### config.mk
export PLATFORM = sky130hd
export DESIGN_NAME = sha256_stream_hasher
export DESIGN_NICKNAME = d
export VERILOG_FILES = /design/src/hw/rtl/sha256sh_pkg.sv /design/src/hw/rtl/sha256sh_round.sv /design/src/hw/rtl/sha256_stream_hasher.sv
export SDC_FILE = /design/constraint.sdc
export NUM_CORES = 2
export LEC_CHECK = 0
export ABC_AREA = 1
export BUFFER_PORTS_ARGS = -buffer_cell sky130_fd_sc_hd__buf_2
export CORE_UTILIZATION = 45
export DETAILED_ROUTE_END_ITERATION = 7
export SYNTH_ARGS = -nofsm -noshare
export SYNTH_HDL_FRONTEND = slang
export SYNTH_SLANG_ARGS = --single-unit
### constraint.sdc
create_clock -name clk_i -period 14.5 [get_ports clk_i]
set_input_delay 1.45 -clock clk_i [delete_from_list [all_inputs] [get_ports clk_i]]
set_output_delay 1.45 -clock clk_i [all_outputs]
set_load 0.03 [all_outputs]
### src/hw/rtl/sha256sh_pkg.sv
package sha256sh_pkg;

  typedef logic [7:0][31:0] word8_t;

  typedef enum logic [2:0] {
    ST_IDLE,
    ST_PAD,
    ST_COMP,
    ST_ADD,
    ST_OUT
  } state_e;

  localparam logic ActAppend = 1'b0;
  localparam logic ActFinish = 1'b1;

  localparam logic [7:0] PadMarker = 8'h80;
  localparam logic [5:0] LenStart  = 6'd56;
  localparam logic [5:0] LastByte  = 6'd63;
  localparam logic [5:0] LastRound = 6'd63;
  localparam logic [2:0] LastWord  = 3'd7;

  // Word 0 sits in the lowest slot.
  localparam word8_t InitHash = {
    32'h5be0cd19, 32'h1f83d9ab, 32'h9b05688c, 32'h510e527f,
    32'ha54ff53a, 32'h3c6ef372, 32'hbb67ae85, 32'h6a09e667
  };

  localparam logic [31:0] RoundK [64] = '{
    32'h428a2f98, 32'h71374491, 32'hb5c0fbcf, 32'he9b5dba5, 32'h3956c25b, 32'h59f111f1,
    32'h923f82a4, 32'hab1c5ed5, 32'hd807aa98, 32'h12835b01, 32'h243185be, 32'h550c7dc3,
    32'h72be5d74, 32'h80deb1fe, 32'h9bdc06a7, 32'hc19bf174, 32'he49b69c1, 32'hefbe4786,
    32'h0fc19dc6, 32'h240ca1cc, 32'h2de92c6f, 32'h4a7484aa, 32'h5cb0a9dc, 32'h76f988da,
    32'h983e5152, 32'ha831c66d, 32'hb00327c8, 32'hbf597fc7, 32'hc6e00bf3, 32'hd5a79147,
    32'h06ca6351, 32'h14292967, 32'h27b70a85, 32'h2e1b2138, 32'h4d2c6dfc, 32'h53380d13,
    32'h650a7354, 32'h766a0abb, 32'h81c2c92e, 32'h92722c85, 32'ha2bfe8a1, 32'ha81a664b,
    32'hc24b8b70, 32'hc76c51a3, 32'hd192e819, 32'hd6990624, 32'hf40e3585, 32'h106aa070,
    32'h19a4c116, 32'h1e376c08, 32'h2748774c, 32'h34b0bcb5, 32'h391c0cb3, 32'h4ed8aa4a,
    32'h5b9cca4f, 32'h682e6ff3, 32'h748f82ee, 32'h78a5636f, 32'h84c87814, 32'h8cc70208,
    32'h90befffa, 32'ha4506ceb, 32'hbef9a3f7, 32'hc67178f2
  };

  function automatic logic [31:0] rotr(input logic [31:0] x, input int n);
    return (x >> n) | (x << (32 - n));
  endfunction

  function automatic logic [31:0] big_sig0(input logic [31:0] x);
    return rotr(x, 2) ^ rotr(x, 13) ^ rotr(x, 22);
  endfunction

  function automatic logic [31:0] big_sig1(input logic [31:0] x);
    return rotr(x, 6) ^ rotr(x, 11) ^ rotr(x, 25);
  endfunction

  function automatic logic [31:0] small_sig0(input logic [31:0] x);
    return rotr(x, 7) ^ rotr(x, 18) ^ (x >> 3);
  endfunction

  function automatic logic [31:0] small_sig1(input logic [31:0] x);
    return rotr(x, 17) ^ rotr(x, 19) ^ (x >> 10);
  endfunction

endpackage

### src/hw/rtl/sha256sh_round.sv
// One compression round plus the next message schedule word.
module sha256sh_round (
  input  sha256sh_pkg::word8_t work_i,
  input  logic [31:0]          k_i,
  input  logic [31:0]          w0_i,
  input  logic [31:0]          w1_i,
  input  logic [31:0]          w9_i,
  input  logic [31:0]          w14_i,
  output sha256sh_pkg::word8_t work_o,
  output logic [31:0]          w_new_o
);

  logic [31:0] ch;
  logic [31:0] maj;
  logic [31:0] t1;
  logic [31:0] t2;

  always_comb begin
    ch  = (work_i[4] & work_i[5]) ^ (~work_i[4] & work_i[6]);
    maj = (work_i[0] & work_i[1]) ^ (work_i[0] & work_i[2]) ^ (work_i[1] & work_i[2]);
    t1  = work_i[7] + sha256sh_pkg::big_sig1(work_i[4]) + ch + k_i + w0_i;
    t2  = sha256sh_pkg::big_sig0(work_i[0]) + maj;

    work_o[0] = t1 + t2;
    work_o[1] = work_i[0];
    work_o[2] = work_i[1];
    work_o[3] = work_i[2];
    work_o[4] = work_i[3] + t1;
    work_o[5] = work_i[4];
    work_o[6] = work_i[5];
    work_o[7] = work_i[6];

    w_new_o = sha256sh_pkg::small_sig1(w14_i) + w9_i + sha256sh_pkg::small_sig0(w1_i) + w0_i;
  end

endmodule

### src/hw/rtl/sha256_stream_hasher.sv
// SHA-256 hasher over a byte stream.
// The slave channel carries one beat per message byte: tuser low appends the
// byte in tdata, tuser high finishes the message (tdata is then ignored).
// An append beat is taken whenever the hasher is idle; the 64th byte of a
// block starts a compression: 64 rounds on the single shared round unit,
// then a fold of the result into the chaining words. tready stays low
// until both are done, so sustained input is set by the
// one-round-per-cycle round unit.
// A finish beat inserts the padding one byte per cycle through the same byte
// path (0x80, zeros, the 64-bit bit length), runs one or two compressions,
// and then presents the eight digest words on the master channel, word 0
// first, with tuser giving the word position and tlast on word 7.
// tready stays low from a finish until the last digest beat is taken; while
// the receiver stalls, the current word is simply held. After the last word
// the hasher is back in its reset state and ready for a new message.
// Reset clears the byte count and bit length and loads the initial hash
// values; the block is ready as soon as reset is released.
module sha256_stream_hasher (
  input  logic        clk_i,
  input  logic        rst_ni,
  input  logic        s_axis_tvalid_i,
  output logic        s_axis_tready_o,
  input  logic [7:0]  s_axis_tdata_i,   // [7:0] message_byte
  input  logic        s_axis_tuser_i,   // [0] action
  output logic        m_axis_tvalid_o,
  input  logic        m_axis_tready_i,
  output logic [31:0] m_axis_tdata_o,   // [31:0] digest_word
  output logic [2:0]  m_axis_tuser_o,   // [2:0] word_index
  output logic        m_axis_tlast_o    // last
);

  sha256sh_pkg::state_e state_q, state_d;

  // Control state.
  logic [5:0]  fill_q, fill_d;     // bytes in the current block
  logic [5:0]  round_q, round_d;
  logic [63:0] bits_q, bits_d;     // message length in bits so far
  logic        pad_q, pad_d;       // finishing a message
  logic        first_q, first_d;   // next pad byte is the 0x80 marker
  logic        extra_q, extra_d;   // marker did not leave room for the length
  logic        done_q, done_d;     // length written, last block in flight
  logic [2:0]  oidx_q, oidx_d;
  sha256sh_pkg::word8_t chain_q, chain_d;

  // Payload.
  logic [23:0] word_q, word_d;     // partial big-endian word
  logic [31:0] sched_q [16];       // message schedule window
  logic [31:0] sched_d [16];
  logic [63:0] len_q, len_d;       // length field, shifted out high byte first
  sha256sh_pkg::word8_t work_q, work_d;

  // Strobes.
  logic       data_acc;
  logic       fin_acc;
  logic       push_en;
  logic [7:0] push_byte;
  logic       len_phase;
  logic [7:0] pad_byte;
  logic       out_acc;

  sha256sh_pkg::word8_t work_next;
  logic [31:0]          w_new;

  sha256sh_round u_round (
    .work_i  (work_q),
    .k_i     (sha256sh_pkg::RoundK[round_q]),
    .w0_i    (sched_q[0]),
    .w1_i    (sched_q[1]),
    .w9_i    (sched_q[9]),
    .w14_i   (sched_q[14]),
    .work_o  (work_next),
    .w_new_o (w_new)
  );

  // Next state.
  always_comb begin
    state_d = state_q;
    unique case (state_q)
      sha256sh_pkg::ST_IDLE: begin
        if (s_axis_tvalid_i) begin
          if (s_axis_tuser_i == sha256sh_pkg::ActFinish) begin
            state_d = sha256sh_pkg::ST_PAD;
          end else if (fill_q == sha256sh_pkg::LastByte) begin
            state_d = sha256sh_pkg::ST_COMP;
          end
        end
      end
      sha256sh_pkg::ST_PAD: begin
        if (fill_q == sha256sh_pkg::LastByte) begin
          state_d = sha256sh_pkg::ST_COMP;
        end
      end
      sha256sh_pkg::ST_COMP: begin
        if (round_q == sha256sh_pkg::LastRound) begin
          state_d = sha256sh_pkg::ST_ADD;
        end
      end
      sha256sh_pkg::ST_ADD: begin
        if (!pad_q) begin
          state_d = sha256sh_pkg::ST_IDLE;
        end else if (done_q) begin
          state_d = sha256sh_pkg::ST_OUT;
        end else begin
          state_d = sha256sh_pkg::ST_PAD;
        end
      end
      sha256sh_pkg::ST_OUT: begin
        if (m_axis_tready_i && oidx_q == sha256sh_pkg::LastWord) begin
          state_d = sha256sh_pkg::ST_IDLE;
        end
      end
      default: state_d = sha256sh_pkg::ST_IDLE;
    endcase
  end

  // Handshakes and byte path selection.
  always_comb begin
    s_axis_tready_o = (state_q == sha256sh_pkg::ST_IDLE);
    m_axis_tvalid_o = (state_q == sha256sh_pkg::ST_OUT);
    m_axis_tdata_o  = chain_q[0];
    m_axis_tuser_o  = oidx_q;
    m_axis_tlast_o  = (oidx_q == sha256sh_pkg::LastWord);

    data_acc = s_axis_tready_o && s_axis_tvalid_i && (s_axis_tuser_i == sha256sh_pkg::ActAppend);
    fin_acc  = s_axis_tready_o && s_axis_tvalid_i && (s_axis_tuser_i == sha256sh_pkg::ActFinish);
    out_acc  = m_axis_tvalid_o && m_axis_tready_i;

    // The length goes into the last eight bytes of the block that holds
    // the marker, or of the extra block when the marker came too late.
    len_phase = !first_q && !extra_q && (fill_q >= sha256sh_pkg::LenStart);
    if (first_q) begin
      pad_byte = sha256sh_pkg::PadMarker;
    end else if (len_phase) begin
      pad_byte = len_q[63:56];
    end else begin
      pad_byte = 8'h00;
    end

    push_en   = data_acc || (state_q == sha256sh_pkg::ST_PAD);
    push_byte = (state_q == sha256sh_pkg::ST_PAD) ? pad_byte : s_axis_tdata_i;
  end

  // Datapath next values.
  always_comb begin
    fill_d  = fill_q;
    round_d = round_q;
    bits_d  = bits_q;
    pad_d   = pad_q;
    first_d = first_q;
    extra_d = extra_q;
    done_d  = done_q;
    oidx_d  = oidx_q;
    chain_d = chain_q;
    word_d  = word_q;
    sched_d = sched_q;
    len_d   = len_q;
    work_d  = work_q;

    if (push_en) begin
      word_d = {word_q[15:0], push_byte};
      fill_d = fill_q + 6'd1;
      if (fill_q[1:0] == 2'd3) begin
        for (int j = 0; j < 15; j++) begin
          sched_d[j] = sched_q[j + 1];
        end
        sched_d[15] = {word_q, push_byte};
      end
      if (fill_q == sha256sh_pkg::LastByte) begin
        work_d  = chain_q;
        round_d = 6'd0;
      end
    end

    if (data_acc) begin
      bits_d = bits_q + 64'd8;
    end

    if (fin_acc) begin
      len_d   = bits_q;
      bits_d  = 64'd0;
      pad_d   = 1'b1;
      first_d = 1'b1;
      extra_d = 1'b0;
      done_d  = 1'b0;
    end

    if (state_q == sha256sh_pkg::ST_PAD) begin
      first_d = 1'b0;
      if (first_q && fill_q >= sha256sh_pkg::LenStart) begin
        extra_d = 1'b1;
      end
      if (len_phase) begin
        len_d = {len_q[55:0], 8'h00};
        if (fill_q == sha256sh_pkg::LastByte) begin
          done_d = 1'b1;
        end
      end
      if (fill_q == sha256sh_pkg::LastByte) begin
        extra_d = 1'b0;
      end
    end

    if (state_q == sha256sh_pkg::ST_COMP) begin
      work_d  = work_next;
      round_d = round_q + 6'd1;
      for (int j = 0; j < 15; j++) begin
        sched_d[j] = sched_q[j + 1];
      end
      sched_d[15] = w_new;
    end

    if (state_q == sha256sh_pkg::ST_ADD) begin
      for (int i = 0; i < 8; i++) begin
        chain_d[i] = chain_q[i] + work_q[i];
      end
    end

    // Each taken digest word shifts out while the initial values shift in,
    // so the chain is back at its reset value after the last beat.
    if (out_acc) begin
      for (int i = 0; i < 7; i++) begin
        chain_d[i] = chain_q[i + 1];
      end
      chain_d[7] = sha256sh_pkg::InitHash[oidx_q];
      oidx_d     = oidx_q + 3'd1;
      if (oidx_q == sha256sh_pkg::LastWord) begin
        pad_d  = 1'b0;
        done_d = 1'b0;
      end
    end
  end

  always_ff @(posedge clk_i or negedge rst_ni) begin
    if (!rst_ni) begin
      state_q <= sha256sh_pkg::ST_IDLE;
      fill_q  <= 6'd0;
      round_q <= 6'd0;
      bits_q  <= 64'd0;
      pad_q   <= 1'b0;
      first_q <= 1'b0;
      extra_q <= 1'b0;
      done_q  <= 1'b0;
      oidx_q  <= 3'd0;
      chain_q <= sha256sh_pkg::InitHash;
    end else begin
      state_q <= state_d;
      fill_q  <= fill_d;
      round_q <= round_d;
      bits_q  <= bits_d;
      pad_q   <= pad_d;
      first_q <= first_d;
      extra_q <= extra_d;
      done_q  <= done_d;
      oidx_q  <= oidx_d;
      chain_q <= chain_d;
    end
  end

  always_ff @(posedge clk_i) begin
    word_q  <= word_d;
    sched_q <= sched_d;
    len_q   <= len_d;
    work_q  <= work_d;
  end

`ifndef SYNTHESIS
  a_one_side_active: assert property (@(posedge clk_i) disable iff (!rst_ni)
    !(s_axis_tready_o && m_axis_tvalid_o))
    else $error("input ready while a digest beat is pending");

  a_comp_block_aligned: assert property (@(posedge clk_i) disable iff (!rst_ni)
    (state_q == sha256sh_pkg::ST_COMP) |-> (fill_q == 6'd0))
    else $error("compression running on a partial block");

  a_comp_starts_at_round0: assert property (@(posedge clk_i) disable iff (!rst_ni)
    ((state_q == sha256sh_pkg::ST_COMP) && ($past(state_q) != sha256sh_pkg::ST_COMP))
      |-> (round_q == 6'd0))
    else $error("compression did not start at round zero");

  a_chain_reloaded: assert property (@(posedge clk_i) disable iff (!rst_ni)
    (m_axis_tvalid_o && m_axis_tready_i && m_axis_tlast_o)
      |=> ((state_q == sha256sh_pkg::ST_IDLE) && (chain_q == sha256sh_pkg::InitHash)
           && (bits_q == 64'd0)))
    else $error("hash state not restored after the last digest beat");
`endif

endmodule
==> results_dict.tcl <==
set metrics [dict create \
    start_util 0.454 \
    cpMostUsedCell "inv_1" \
    ys_ff_latch 1195 \
    tns_ns 0 \
    gp_congestion 1.02 \
    maxCapViolations 0 \
    cp_max_fo 69 \
    cts_buffers 136 \
    firstDrtPassIters 6 \
    netlist_instances 9034 \
    syn_nets 9652 \
    final-hold-violation-count 0 \
    ctsLongestPathBuffers 3 \
    vias 66610 \
    core-area_um2 172000 \
    yosys_warnings 0 \
    crit_path_start_kind "flip-flop" \
    synth_edf_count 792 \
    worst_slew_pin_slew_ns 1.07 \
    drt_iter0_markers 7264 \
    grt.total_usage 0.347 \
    drive_gt1_frac 0.0576 \
    cp.arrival_ns 9.06 \
    crit_required_ns 15.02 \
    fin_skew_ns 0.0622 \
    grt_antenna_before_repair 6 \
    mostFrequentLayoutCells "nand2_1 (1830), inv_1 (1198), edfxtp_1 (792), o21ai_0 (768), nor2_1 (667)" \
    syn-cell-area_um2 78000 \
    status "finished clean" \
    critical_path_class "flip-flop to flip-flop" \
    startpoint "round_q[3]$_DFFE_PN0P_" \
    synth_cell_type_count 66 \
    cts_tree "built" \
    htreeDepth 4 \
    cpMaxStageDelayCell "nor2_1" \
    holdCritStartpoint "sched_q[163]$_DFFE_PP_" \
    layout_commonest_cell "nand2_1" \
    ant_nets 0 \
    rsz0062_at_grt "no" \
    syn_avg_cell_area_um2 8.64 \
    fin_nets 9576 \
    end_kind "flip-flop" \
    ys.flop_type "edfxtp_1" \
    slew_viol_final 0 \
    regArea_um2 33700 \
    fmax_ghz 0.117 \
    fin_crit_sh 0.589 \
    io_buffers 50 \
    postCtsSetupBuffers 0 \
    avgViaCountPerCell 5.85 \
    period_needed_ns 8.54 \
    clk_pin_slew_ns 0.06 \
    drt_wl_total_um 307000 \
    die_y_um 418 \
    cts-resized-gates 0 \
    num-fill-cells 16619 \
    relSlewSlack 0.287 \
    die_w_um 418 \
    hp-class "flip-flop to flip-flop" \
    multiInputGateArea_um2 38400 \
    slowest_delay_ns 0.61 \
    clkLatencyLatePin_ns 0.83 \
    setup_viol 0 \
    grt_max_degree 195 \
    rows 152 \
    dpl.hpwl_um 238000 \
    worstReg2RegStart "round_q[3]$_DFFE_PN0P_" \
    io_pins 51 \
    async_reset_ff_frac 0.284 \
    grt_overflow 0 \
    grt_pass1_vias 63868 \
    grt_pass1_wl_um 443000 \
    numClockSinks 1195 \
    cts_hold_buf 0 \
    cts_root_buf "clkbuf_16" \
    ys_seq_area_frac 0.432 \
    drc 0 \
    syn_to_final_growth_pct 8.85 \
    dieArea_um2 175000 \
    wl_per_cell_um 27.0 \
]
## layer usage
layer / wire length [um] / global-route usage
met1: 133000 / 0.481
met2: 136000 / 0.537
met3: 23000 / 0.0547
met4: 15300 / 0.153
met5: 9 / 0
## Yosys cell counts, types with 19 or more instances
| cell type | n | area [um^2] |
|---|---|---|
| o22ai_1 | 66 | 413 |
| dfxtp_1 | 64 | 1280 |
| xor2_1 | 242 | 2120 |
| a31oi_1 | 65 | 407 |
| nor4_1 | 30 | 188 |
| dfstp_2 | 136 | 3570 |
| ha_1 | 408 | 5100 |
| mux2_2 | 19 | 214 |
| dfrtp_1 | 203 | 5080 |
| o21ai_0 | 768 | 3840 |
| edfxtp_1 | 792 | 23800 |
| nand2_1 | 1833 | 6880 |
| fa_1 | 197 | 3940 |
| nand4_1 | 92 | 576 |
| o31ai_1 | 24 | 180 |
| nor2_1 | 667 | 2500 |
| nand3b_1 | 35 | 263 |
| a21boi_0 | 34 | 255 |
| o21bai_1 | 110 | 826 |
| or2_2 | 22 | 138 |
| clkbuf_1 | 234 | 878 |
| xnor2_1 | 202 | 1770 |
| buf_4 | 32 | 240 |
| o221ai_1 | 125 | 1090 |
| nand3_1 | 400 | 2000 |
| o211ai_1 | 52 | 390 |
| inv_1 | 1201 | 4510 |
| a21o_1 | 65 | 488 |
| buf_2 | 38 | 190 |
| nor3_1 | 125 | 626 |
| a21oi_1 | 558 | 2790 |
| o21a_1 | 29 | 218 |
| a221oi_1 | 23 | 201 |
## flip-flops by register name (all words and copies together), names as in the netlist
signal	count
extra_q	1
bits_q	61
len_q	64
chain_q	224
m_axis_tdata_o	32
pad_q	1
round_q	6
first_q	1
sched_q	512
state_q	3
work_q	256
m_axis_tuser_o	3
word_q	24
done_q	1
fill_q	6
## critical path: cells and delay by family, from the launching register on
family | cells | cell delay [ns]
buffers and inverters | 8 | 2.14
adders and majority gates | 4 | 1.69
and+or+nand+nor | 9 | 1.62
DFF | 1 | 0.33
xor gates and xnor gates | 1 | 0.58
AOI/OAI and AO/OA | 8 | 1.88
## final timing paths
kind / end / slack, ns / cells past startpoint
worst max-delay path: work_q[31]$_DFFE_PP_ / 5.96 / 30
worst min-delay path: sched_q[195]$_DFFE_PP_ / 0.40 / 0
worst max register to register: work_q[31]$_DFFE_PP_ / 5.96 / 30
worst min register to register: sched_q[195]$_DFFE_PP_ / 0.40 / 0
max in group asynchronous: chain_q[164]$_DFFE_PN0P_ / 10.73 / 4
min in group asynchronous: bits_q[23]$_DFFE_PN0P_ / 0.65 / 1
## logic make-up after synthesis
kind of cell | Yosys count | share of synthesized area
AO/OA/AOI/OAI | 2005 | 0.151
multiplexers | 20 | 0.00287
flip-flops | 1195 | 0.432
XOR/XNOR | 444 | 0.0498
buffers and inverters | 1527 | 0.0756
adder cells (fa/ha/maj) | 607 | 0.116
AND/OR/NAND/NOR | 3236 | 0.172
## cell type report
class                   instances  share of cell area
flip-flops and latches       1195               0.397
well taps                    2310              0.0340
diodes                          3           0.0000884
inverters                    1211              0.0538
repair buffers                102             0.00825
clock buffers                 184              0.0434
multi-input cells            6312               0.453
clock inverters                66              0.0108
## through the flow
stage	hold slack (ns)	setup slack, ns	instance area (um^2)	std cells	utilization
after floorplan	0.400	0.472	78000	9034	-
after global placement	0.400	6.10	80300	11130	0.467
after detailed placement	0.405	6.14	80300	11130	0.467
after CTS	0.399	6.14	84900	11380	0.494
after global routing	0.408	5.41	84900	11380	0.494
final	0.401	5.96	84900	11383	0.494
Power is left out: the tool's default activity adds up to more than one toggle a clock period on the data nets, which glitch-free logic cannot reach.
